## src/cfc_pkg.sv

```systemverilog
// ----------------------------------------------------------------------------
// cfc_pkg
// Shared types, constants and the byte-wide crc-32 update for the frame checker.
// ----------------------------------------------------------------------------
`timescale 1ns / 1ps
`default_nettype none

package cfc_pkg;

  // field widths
  localparam int unsigned BYTE_W   = 8;
  localparam int unsigned LEN_W    = 11;
  localparam int unsigned STATUS_W = 3;
  localparam int unsigned WORD_W   = 32;
  localparam int unsigned CFG_IDX_W = 2;

  // crc-32, reflected form
  localparam logic [WORD_W-1:0] CRC_POLY = 32'hEDB88320;
  localparam logic [WORD_W-1:0] CRC_INIT = 32'hFFFFFFFF;

  // hard limit on payload length
  localparam logic [LEN_W-1:0] MAX_PAYLOAD = 11'd1500;

  // register reset values
  localparam logic [WORD_W-1:0] MAGIC_RST   = 32'h49504657;
  localparam logic [BYTE_W-1:0] VERSION_RST = 8'h01;
  localparam logic [LEN_W-1:0]  MAX_LEN_RST = 11'd1500;

  // register indexes
  localparam logic [CFG_IDX_W-1:0] CFG_FRAME_MAGIC  = 2'd0;
  localparam logic [CFG_IDX_W-1:0] CFG_EXP_VERSION  = 2'd1;
  localparam logic [CFG_IDX_W-1:0] CFG_MAX_PAY_LEN  = 2'd2;

  // header byte positions that trigger checks
  localparam logic [LEN_W-1:0] HDR_MAGIC_IDX   = 11'd3;
  localparam logic [LEN_W-1:0] HDR_VERSION_IDX = 11'd4;
  localparam logic [LEN_W-1:0] HDR_LENGTH_IDX  = 11'd7;
  localparam logic [LEN_W-1:0] CRC_BYTES       = 11'd4;

  // result kind
  localparam logic KIND_PAYLOAD = 1'b0;
  localparam logic KIND_STATUS  = 1'b1;

  // frame status codes
  localparam logic [STATUS_W-1:0] ST_OK          = 3'd0;
  localparam logic [STATUS_W-1:0] ST_BAD_MAGIC   = 3'd1;
  localparam logic [STATUS_W-1:0] ST_BAD_VERSION = 3'd2;
  localparam logic [STATUS_W-1:0] ST_BAD_LENGTH  = 3'd3;
  localparam logic [STATUS_W-1:0] ST_BAD_CRC     = 3'd4;

  typedef enum logic [2:0] {
    PH_IDLE,
    PH_HEADER,
    PH_PAYLOAD,
    PH_CRC,
    PH_DONE
  } phase_t;

  typedef struct packed {
    logic [WORD_W-1:0] frame_magic;
    logic [BYTE_W-1:0] expected_version;
    logic [LEN_W-1:0]  max_payload_length;
  } cfg_t;

  typedef struct packed {
    logic [LEN_W-1:0]    frame_length;
    logic [STATUS_W-1:0] frame_status;
    logic [BYTE_W-1:0]   payload_byte;
    logic                item_kind;
  } result_t;

  // one byte through the reflected crc-32
  function automatic logic [WORD_W-1:0] crc_byte(input logic [WORD_W-1:0] crc,
                                                 input logic [BYTE_W-1:0] b);
    logic [WORD_W-1:0] c;
    c = crc ^ {24'd0, b};
    for (int k = 0; k < 8; k++) begin
      c = c[0] ? (CRC_POLY ^ (c >> 1)) : (c >> 1);
    end
    return c;
  endfunction

endpackage

`default_nettype wire

```

## src/cfc_parser.sv

```systemverilog
// ----------------------------------------------------------------------------
// cfc_parser
// Frame parse state, header checks and running crc; one byte per step.
// ----------------------------------------------------------------------------
`timescale 1ns / 1ps
`default_nettype none

module cfc_parser (
  input  wire logic                   clk,
  input  wire logic                   rst_n,
  input  wire logic                   step_en,
  input  wire logic [7:0]             rx_byte,
  input  wire logic                   transfer_start,
  input  wire cfc_pkg::cfg_t          cfg,
  output logic                        res_valid,
  output cfc_pkg::result_t            res
);
  import cfc_pkg::*;

  phase_t            phase_r, phase_nxt;
  logic [LEN_W-1:0]  count_r, count_nxt;
  logic [WORD_W-1:0] shift_r, shift_nxt;
  logic [LEN_W-1:0]  plen_r, plen_nxt;
  logic [WORD_W-1:0] crc_r, crc_nxt;
  logic [WORD_W-1:0] rcrc_r, rcrc_nxt;

  // state as seen after a transfer start
  phase_t            eff_phase;
  logic [LEN_W-1:0]  eff_count;
  logic [WORD_W-1:0] eff_shift;
  logic [LEN_W-1:0]  eff_plen;
  logic [WORD_W-1:0] eff_crc;
  logic [WORD_W-1:0] eff_rcrc;

  logic [WORD_W-1:0] shift_new;
  logic [WORD_W-1:0] rcrc_new;
  logic [WORD_W-1:0] crc_new;
  logic [LEN_W-1:0]  count_inc;
  logic [15:0]       len16;
  logic [LEN_W-1:0]  limit;
  logic              magic_bad;
  logic              ver_bad;
  logic              len_bad;
  logic              crc_ok;

  // a start byte restarts the frame
  always_comb begin
    eff_phase = transfer_start ? PH_HEADER : phase_r;
    eff_count = transfer_start ? '0 : count_r;
    eff_shift = transfer_start ? '0 : shift_r;
    eff_plen  = transfer_start ? '0 : plen_r;
    eff_crc   = transfer_start ? CRC_INIT : crc_r;
    eff_rcrc  = transfer_start ? '0 : rcrc_r;
  end

  // shared datapath
  assign shift_new = {eff_shift[23:0], rx_byte};
  assign rcrc_new  = {eff_rcrc[23:0], rx_byte};
  assign crc_new   = crc_byte(eff_crc, rx_byte);
  assign count_inc = eff_count + LEN_W'(1);
  assign len16     = shift_new[15:0];
  assign limit     = (cfg.max_payload_length > MAX_PAYLOAD) ? MAX_PAYLOAD
                                                            : cfg.max_payload_length;
  assign magic_bad = (shift_new != cfg.frame_magic);
  assign ver_bad   = (rx_byte != cfg.expected_version);
  assign len_bad   = (len16 == 16'd0) || (len16 > {5'd0, limit});
  assign crc_ok    = (rcrc_new == ~eff_crc);

  // next state
  always_comb begin
    phase_nxt = eff_phase;
    count_nxt = eff_count;
    shift_nxt = eff_shift;
    plen_nxt  = eff_plen;
    crc_nxt   = eff_crc;
    rcrc_nxt  = eff_rcrc;
    case (eff_phase)
      PH_HEADER: begin
        shift_nxt = shift_new;
        count_nxt = count_inc;
        if (eff_count == HDR_MAGIC_IDX) begin
          if (magic_bad) phase_nxt = PH_DONE;
        end else if (eff_count == HDR_VERSION_IDX) begin
          if (ver_bad) phase_nxt = PH_DONE;
        end else if (eff_count == HDR_LENGTH_IDX) begin
          if (len_bad) begin
            phase_nxt = PH_DONE;
          end else begin
            plen_nxt  = len16[LEN_W-1:0];
            count_nxt = '0;
            phase_nxt = PH_PAYLOAD;
          end
        end
      end
      PH_PAYLOAD: begin
        crc_nxt   = crc_new;
        count_nxt = count_inc;
        if (count_inc >= eff_plen) begin
          count_nxt = '0;
          phase_nxt = PH_CRC;
        end
      end
      PH_CRC: begin
        rcrc_nxt  = rcrc_new;
        count_nxt = count_inc;
        if (count_inc >= CRC_BYTES) phase_nxt = PH_DONE;
      end
      default: begin
      end
    endcase
  end

  // result for this byte
  always_comb begin
    res_valid        = 1'b0;
    res.item_kind    = KIND_STATUS;
    res.payload_byte = '0;
    res.frame_status = ST_OK;
    res.frame_length = '0;
    case (eff_phase)
      PH_HEADER: begin
        if (eff_count == HDR_MAGIC_IDX && magic_bad) begin
          res_valid        = 1'b1;
          res.frame_status = ST_BAD_MAGIC;
        end else if (eff_count == HDR_VERSION_IDX && ver_bad) begin
          res_valid        = 1'b1;
          res.frame_status = ST_BAD_VERSION;
        end else if (eff_count == HDR_LENGTH_IDX && len_bad) begin
          res_valid        = 1'b1;
          res.frame_status = ST_BAD_LENGTH;
        end
      end
      PH_PAYLOAD: begin
        res_valid        = 1'b1;
        res.item_kind    = KIND_PAYLOAD;
        res.payload_byte = rx_byte;
        res.frame_length = eff_plen;
      end
      PH_CRC: begin
        if (count_inc >= CRC_BYTES) begin
          res_valid        = 1'b1;
          res.frame_status = crc_ok ? ST_OK : ST_BAD_CRC;
          res.frame_length = eff_plen;
        end
      end
      default: begin
      end
    endcase
  end

  // parse state registers
  always_ff @(posedge clk) begin
    if (!rst_n) begin
      phase_r <= PH_IDLE;
      count_r <= '0;
      shift_r <= '0;
      plen_r  <= '0;
      crc_r   <= CRC_INIT;
      rcrc_r  <= '0;
    end else if (step_en) begin
      phase_r <= phase_nxt;
      count_r <= count_nxt;
      shift_r <= shift_nxt;
      plen_r  <= plen_nxt;
      crc_r   <= crc_nxt;
      rcrc_r  <= rcrc_nxt;
    end
  end

endmodule

`default_nettype wire

```

## config.mk

```make
export PLATFORM = sky130hd
export DESIGN_NAME = cfc_parser
export DESIGN_NICKNAME = d
export VERILOG_FILES = /design/src/cfc_pkg.sv /design/src/cfc_parser.sv
export SDC_FILE = /design/constraint.sdc
export NUM_CORES = 1
export LEC_CHECK = 0
export BUFFER_PORTS_ARGS = -buffer_cell sky130_fd_sc_hd__buf_4
export CORE_MARGIN = 5
export CORE_UTILIZATION = 28
export DETAILED_ROUTE_END_ITERATION = 8
export GPL_TIMING_DRIVEN = 0
export PLACE_DENSITY_LB_ADDON = 0.2
export SYNTH_ARGS = -nofsm -noshare
export SYNTH_HDL_FRONTEND = slang
export SYNTH_SLANG_ARGS = --single-unit
```

## constraint.sdc

```tcl
create_clock -name clk -period 11.3 [get_ports clk]
set_input_delay 0.565 -clock clk [delete_from_list [all_inputs] [get_ports clk]]
set_output_delay 0.565 -clock clk [all_outputs]
set_load 0.02 [all_outputs]
```

Word level (Yosys, flattened, before mapping)
Index checks and enable logic that the tools add are counted.
W data, S select, Z words.

operators by class
  add/subtract/negate cells = 1
  order comparisons = 4
  equality and inequality tests = 9
  multiplexer cells = 51
  bitwise gates (word level) = 10
  reductions and logical operators = 5

operator list
  cell                     count
  $mux W32                 10
  $mux W11                 13
  $not A13 Y14             8
  $mux W24                 4
  $mux W3                  11
  $pmux W11 S3             1
  $eq A32 B32 Y1           1
  $ne A32 B32 Y1           1
  $not A32 Y32             1
  $xor A32 B8 Y32          1
  $eq A11 B3 Y1 const B    2
  $pmux W11 S2             1
  $gt A16 B11 Y1           1
  $logic_not A16 Y1        1
  $mux W14                 1
  $add A11 B1 Y11 const B  1
  $eq A11 B2 Y1 const B    1
  $ge A11 B11 Y1           1
  $ge A11 B3 Y1 const B    1
  $gt A11 B11 Y1 const B   1
  $mux W9                  1
  $pmux W3 S3              1
  $ne A8 B8 Y1             1
  $eq A3 B2 Y1 const B     2
  other kinds (7)          13

word-level totals
  flip-flop bits (word level) = 105
  input port bits = 63
  output and inout bits = 24

Logic depth before layout (Yosys ltp)
  depth in word-level cells = 19
  depth in mapped cells = 20
  mapped depth without buffers = 15

Least setup slack after synthesis
OpenSTA, ideal clock, no wires.

  path type = input to register
  start point = input port transfer_start
  end point = register count_r[3]
  arrival time = 4.051 ns
  path slack = 7.148 ns
  stages on the path = 19
  buffers on the path = 5
  cell sequence = buf_6 > buf_6 > buf_2 > buf_2 > buf_2 > nand2b_1 > inv_1 > ha_1 > inv_2 > nor3_1 > xnor2_1 > nor2_1 > ha_1 > a21o_1 > a21oi_1 > o21ai_0 > a2111oi_2 > nor4_4 > o41ai_1

on the way
  cells in the longest elaborated chain, start to end = 8
  elaborated cells between the ends (all ways) = 21
  classes of those cells = add/sub (1); order compare (2); eq/ne (6); mux (10); reduce/logical (2)

RTL lines
  what                                                     line               text
  start: declaration                                       cfc_parser.sv:13   input wire logic transfer_start,
  branches (longest 7 deep; another with $add A11 B1 Y11)  n/a
  $pmux W11 S3 *                                           cfc_parser.sv:77   case (eff_phase)
  end signal: assignment                                   cfc_parser.sv:162  count_r <= count_nxt;
  end: declaration                                         cfc_parser.sv:21   logic [LEN_W-1:0] count_r, count_nxt;

Mark *: on every way between the ends.
A chain may end at the register's enable or synchronous reset.

Worst setup path in the final report
  start point = input port transfer_start
  end point = output port res_valid

on the way
  cells in the longest elaborated chain, start to end = 8
  elaborated cells between the ends (all ways) = 23
  classes of those cells = add/sub (1); order compare (2); eq/ne (7); mux (8); reduce/logical (5)

RTL lines
  what                                                     line               text
  branches (longest 7 deep; another with $add A11 B1 Y11)  n/a
  $pmux W1 S3 *                                            cfc_parser.sv:120  case (eff_phase)
  end: declaration                                         cfc_parser.sv:15   output logic res_valid,

Marked as above.

==> metrics.csv <==
stage;metric;value;unit
critical_path;cp_slowest_stage_delay;0.41;ns
routing;ant_nets;0;
sta;finalSetupTns;0;ns
critical_path;arrival;4.69;ns
critical_path;crit_path_start;transfer_start;
cts;cts_max_path_buffers;2;
floorplanning;fp.dieW;175;um
floorplanning;coreArea;26900;um2
synthesis;yosysWarnings;0;
grt;grt_pass1_vias;6749;
critical_path;path_class;in2out;
sta;max_freq;190;MHz
critical_path;crit_family;buffers and inverters;
sta;skew;0.00810;ns
synthesis;ys_ff_latch;105;
power;power_density;96.5;nW/um2
floorplanning;die_h;175;um
hold_path;hp-class;reg2reg;
synthesis;syn_area_per_cell;8.23;um2
critical_path;rrSetupSlack;7.42;ns
synthesis;yosysUniqueCellTypes;72;
synthesis;syn-cell-area;7630;um2
cts;clock-sinks;105;
critical_path;crit_cells;16;
grt;grt-ovfl-total;0;
cells_and_area;syn2layout_area_growth;17.8;%
cts;htree_levels;3;
placed_design;port_buffers;85;
critical_path;r2r_start;count_r[0]$_SDFFE_PN0P_;
synthesis;synth_area_leader_cell;dfxtp_1;
cells_and_area;finalNonFillerCells;1370;
cells_and_area;antenna_cells;0;
floorplanning;start_util;28.4;%
critical_path;crit_path_start_kind;primary input;
cells_and_area;drive_gt1_share;16.7;%
critical_path;path_buf_inv;8;
power;ir_drop;0.0709;mV
critical_path;r2r_cells;14;
routing;dr.pass1.iters;5;
synthesis;ys_top_cells_by_area;dfxtp_1, xnor2_1, xor2_1;
cts;postCtsHoldBufs;0;
sta;setup_viol;0;
sta;rsz0062_at_grt;no;
cts;cts_tree;done;
synthesis;ys.flop_type;dfxtp_1;
synthesis;ys_async_sr_fraction;0;%
critical_path;cp-endpoint;res_valid;
cts;clkLatencyLatePin;0.36;ns
critical_path;end_kind;output pin;
sta;hold_viol;0;
synthesis;syn_nets;1017;
routing;via_per_inst;5.04;
placed_design;placed_cells;1354;
grt;track_usage;16.1;%
cells_and_area;nNetsFinal;1113;
synthesis;ys_seq_area_share;27.5;%
critical_path;r2r-end;count_r[8]$_SDFFE_PN0P_;
sta;period_needed;5.25;ns
power;power.leakage;3.21;nW
cts;post_cts_buffers;0;
sta;slew_headroom;29.1;%
run_status;status;finished, final reports clean;
job;drv_cap;0;
synthesis;synthCells;928;
grt;antenna_found_initial;0;
critical_path;worstPathMaxFanout;10;
synthesis;synthDominantCellAreaShare;27.5;%
routing;drc_errors;0;
floorplanning;die-area;30700;um2
floorplanning;pin_count;87;
critical_path;critPathSlowestCell;a31oi_1;
cts;cts_resized;0;
critical_path;required;10.74;ns
routing;wl_per_cell;18.4;um
placed_design;hpwl;19500;um
cts;clk_pin_slew;0.08;ns
placed_design;place_congestion;0.839;
grt;grt_max_degree;21;
routing;finalWirelength;25200;um
grt;grt_first_pass_wirelength;38700;um
routing;vias;6909;
cts;cts-root-buf;clkbuf_16;
critical_path;crit_chain;buf_4, buf_6, buf_6, buf_2, buf_2, buf_4, buf_2, nor2b_1, ha_1, a21o_1, a211oi_1, nand4bb_1, a31oi_1, a21oi_1, or3b_1, buf_4;
power;power;0.000868;W
floorplanning;rows;60;
sta;finalMaxSlewViolations;0;
sta;fin_crit_sh;46.5;%
routing;drtIter0Drc;514;
synthesis;synth_edf_count;0;
cts;numCtsBuffers;9;
sta;worst_pin_slew;1.05;ns
## placed cells by master (no fill, tap or decap), types with 5 or more instances in the layout
cell	synthesis	routed
nand2_1	110	110
dfxtp_1	105	105
buf_4	5	90
nor2_1	80	80
xnor2_1	78	78
xor2_1	54	54
nor2b_1	37	37
clkbuf_1	28	28
o21ai_0	28	28
buf_2	26	26
o22ai_1	26	26
ha_1	26	26
a22oi_1	24	24
a21oi_1	23	23
a21boi_0	23	23
and2_1	21	21
nand2b_1	18	18
nand3_1	15	15
a31oi_1	15	15
inv_1	14	14
nand4_1	14	14
nor4_1	12	12
o2bb2ai_1	11	11
nor4bb_1	10	10
nand3b_1	10	10
nor3_1	9	9
clkbuf_16	0	9
xnor2_4	7	7
o211ai_1	6	6
or3_1	5	5
o41ai_1	5	5
o22a_1	5	5
## Yosys cell counts (24+ instances only)
| library cell | number |
|---|---|
| a22oi_1 | 24 |
| buf_2 | 26 |
| clkbuf_1 | 28 |
| dfxtp_1 | 105 |
| ha_1 | 26 |
| nand2_1 | 110 |
| nor2_1 | 80 |
| nor2b_1 | 37 |
| o21ai_0 | 28 |
| o22ai_1 | 26 |
| xnor2_1 | 78 |
| xor2_1 | 54 |
## routing by layer
layer	wire length [um]	track usage [%]	share of wire, %	vias up
li1	-	-	-	3444
met1	11300	20.5	45	3299
met3	923	2.96	3.7	23
met4	399	3.47	1.6	0
met2	12500	28.4	50	143
met5	0	0	0	-
## state kept, by name (all words and copies together) (netlist names)
| register | flops |
|---|---|
| phase_r | 3 |
| rcrc_r | 24 |
| count_r | 11 |
| shift_r | 24 |
| crc_r | 32 |
| plen_r | 11 |
## metrics by stage
stage               area (um2)  worst slack, ns  util (%)  hold WS [ns]
floorplan                 7630             7.15         -         0.442
global placement          8700             6.06      32.4         0.464
detailed placement        8700             6.02      32.4         0.467
CTS                       8990             6.11      33.5         0.478
global route              8990             5.93      33.5         0.516
finish                    8990             6.05      33.5         0.477
## cells by family (layout without fill, tap and decap cells)
kind of cell | Yosys count | in the layout | share of synthesized area [%]
muxes | 3 | 3 | 0.426
DFF | 105 | 105 | 27.5
xor gates and xnor gates | 146 | 146 | 19.2
AOI/OAI and AO/OA | 202 | 202 | 18.3
buffers and inverters | 81 | 182 | 4.95
adders and majority gates | 26 | 26 | 4.26
and+or+nand+nor | 365 | 365 | 25.4
## cell type report
type	count	area, um2
flip-flops and latches	105	2100
inverters	15	56.3
plain buffers	66	322
clock buffers	9	225
well taps	341	427
fillers	2895	17900
clock inverters	7	68.8
repair buffers	85	638
multi-input cells	742	5150
## how the worst min path moves through the flow
stage,from,to,slack (ns),cells past startpoint
2_1_floorplan,plen_r[0]$_SDFFE_PN0P_,plen_r[0]$_SDFFE_PN0P_,0.44,2
3_3_place_gp,plen_r[9]$_SDFFE_PN0P_,plen_r[9]$_SDFFE_PN0P_,0.46,2
3_5_place_dp,plen_r[9]$_SDFFE_PN0P_,plen_r[9]$_SDFFE_PN0P_,0.47,2
4_1_cts,plen_r[9]$_SDFFE_PN0P_,plen_r[9]$_SDFFE_PN0P_,0.48,2
5_1_grt,plen_r[8]$_SDFFE_PN0P_,plen_r[8]$_SDFFE_PN0P_,0.52,2
6_report,plen_r[9]$_SDFFE_PN0P_,plen_r[9]$_SDFFE_PN0P_,0.48,2
## report_power, final
| part | switching (W) | leakage, nW | internal, W | total, W |
|---|---|---|---|---|
| Clock | 0.000167 | 0.140 | 0.000157 | 0.000323 |
| Sequential | 0.00000413 | 0.848 | 0.000372 | 0.000376 |
| Combinational | 0.0000961 | 2.22 | 0.0000723 | 0.000168 |
## tightest hold or removal path: cells and delay by family (launching register included)
family	cells	cell delay (ns)
AO/OA/AOI/OAI	1	0.06
AND/OR/NAND/NOR	1	0.05
flip-flops	1	0.32
Note: power is estimated with default switching activity, not from simulation.
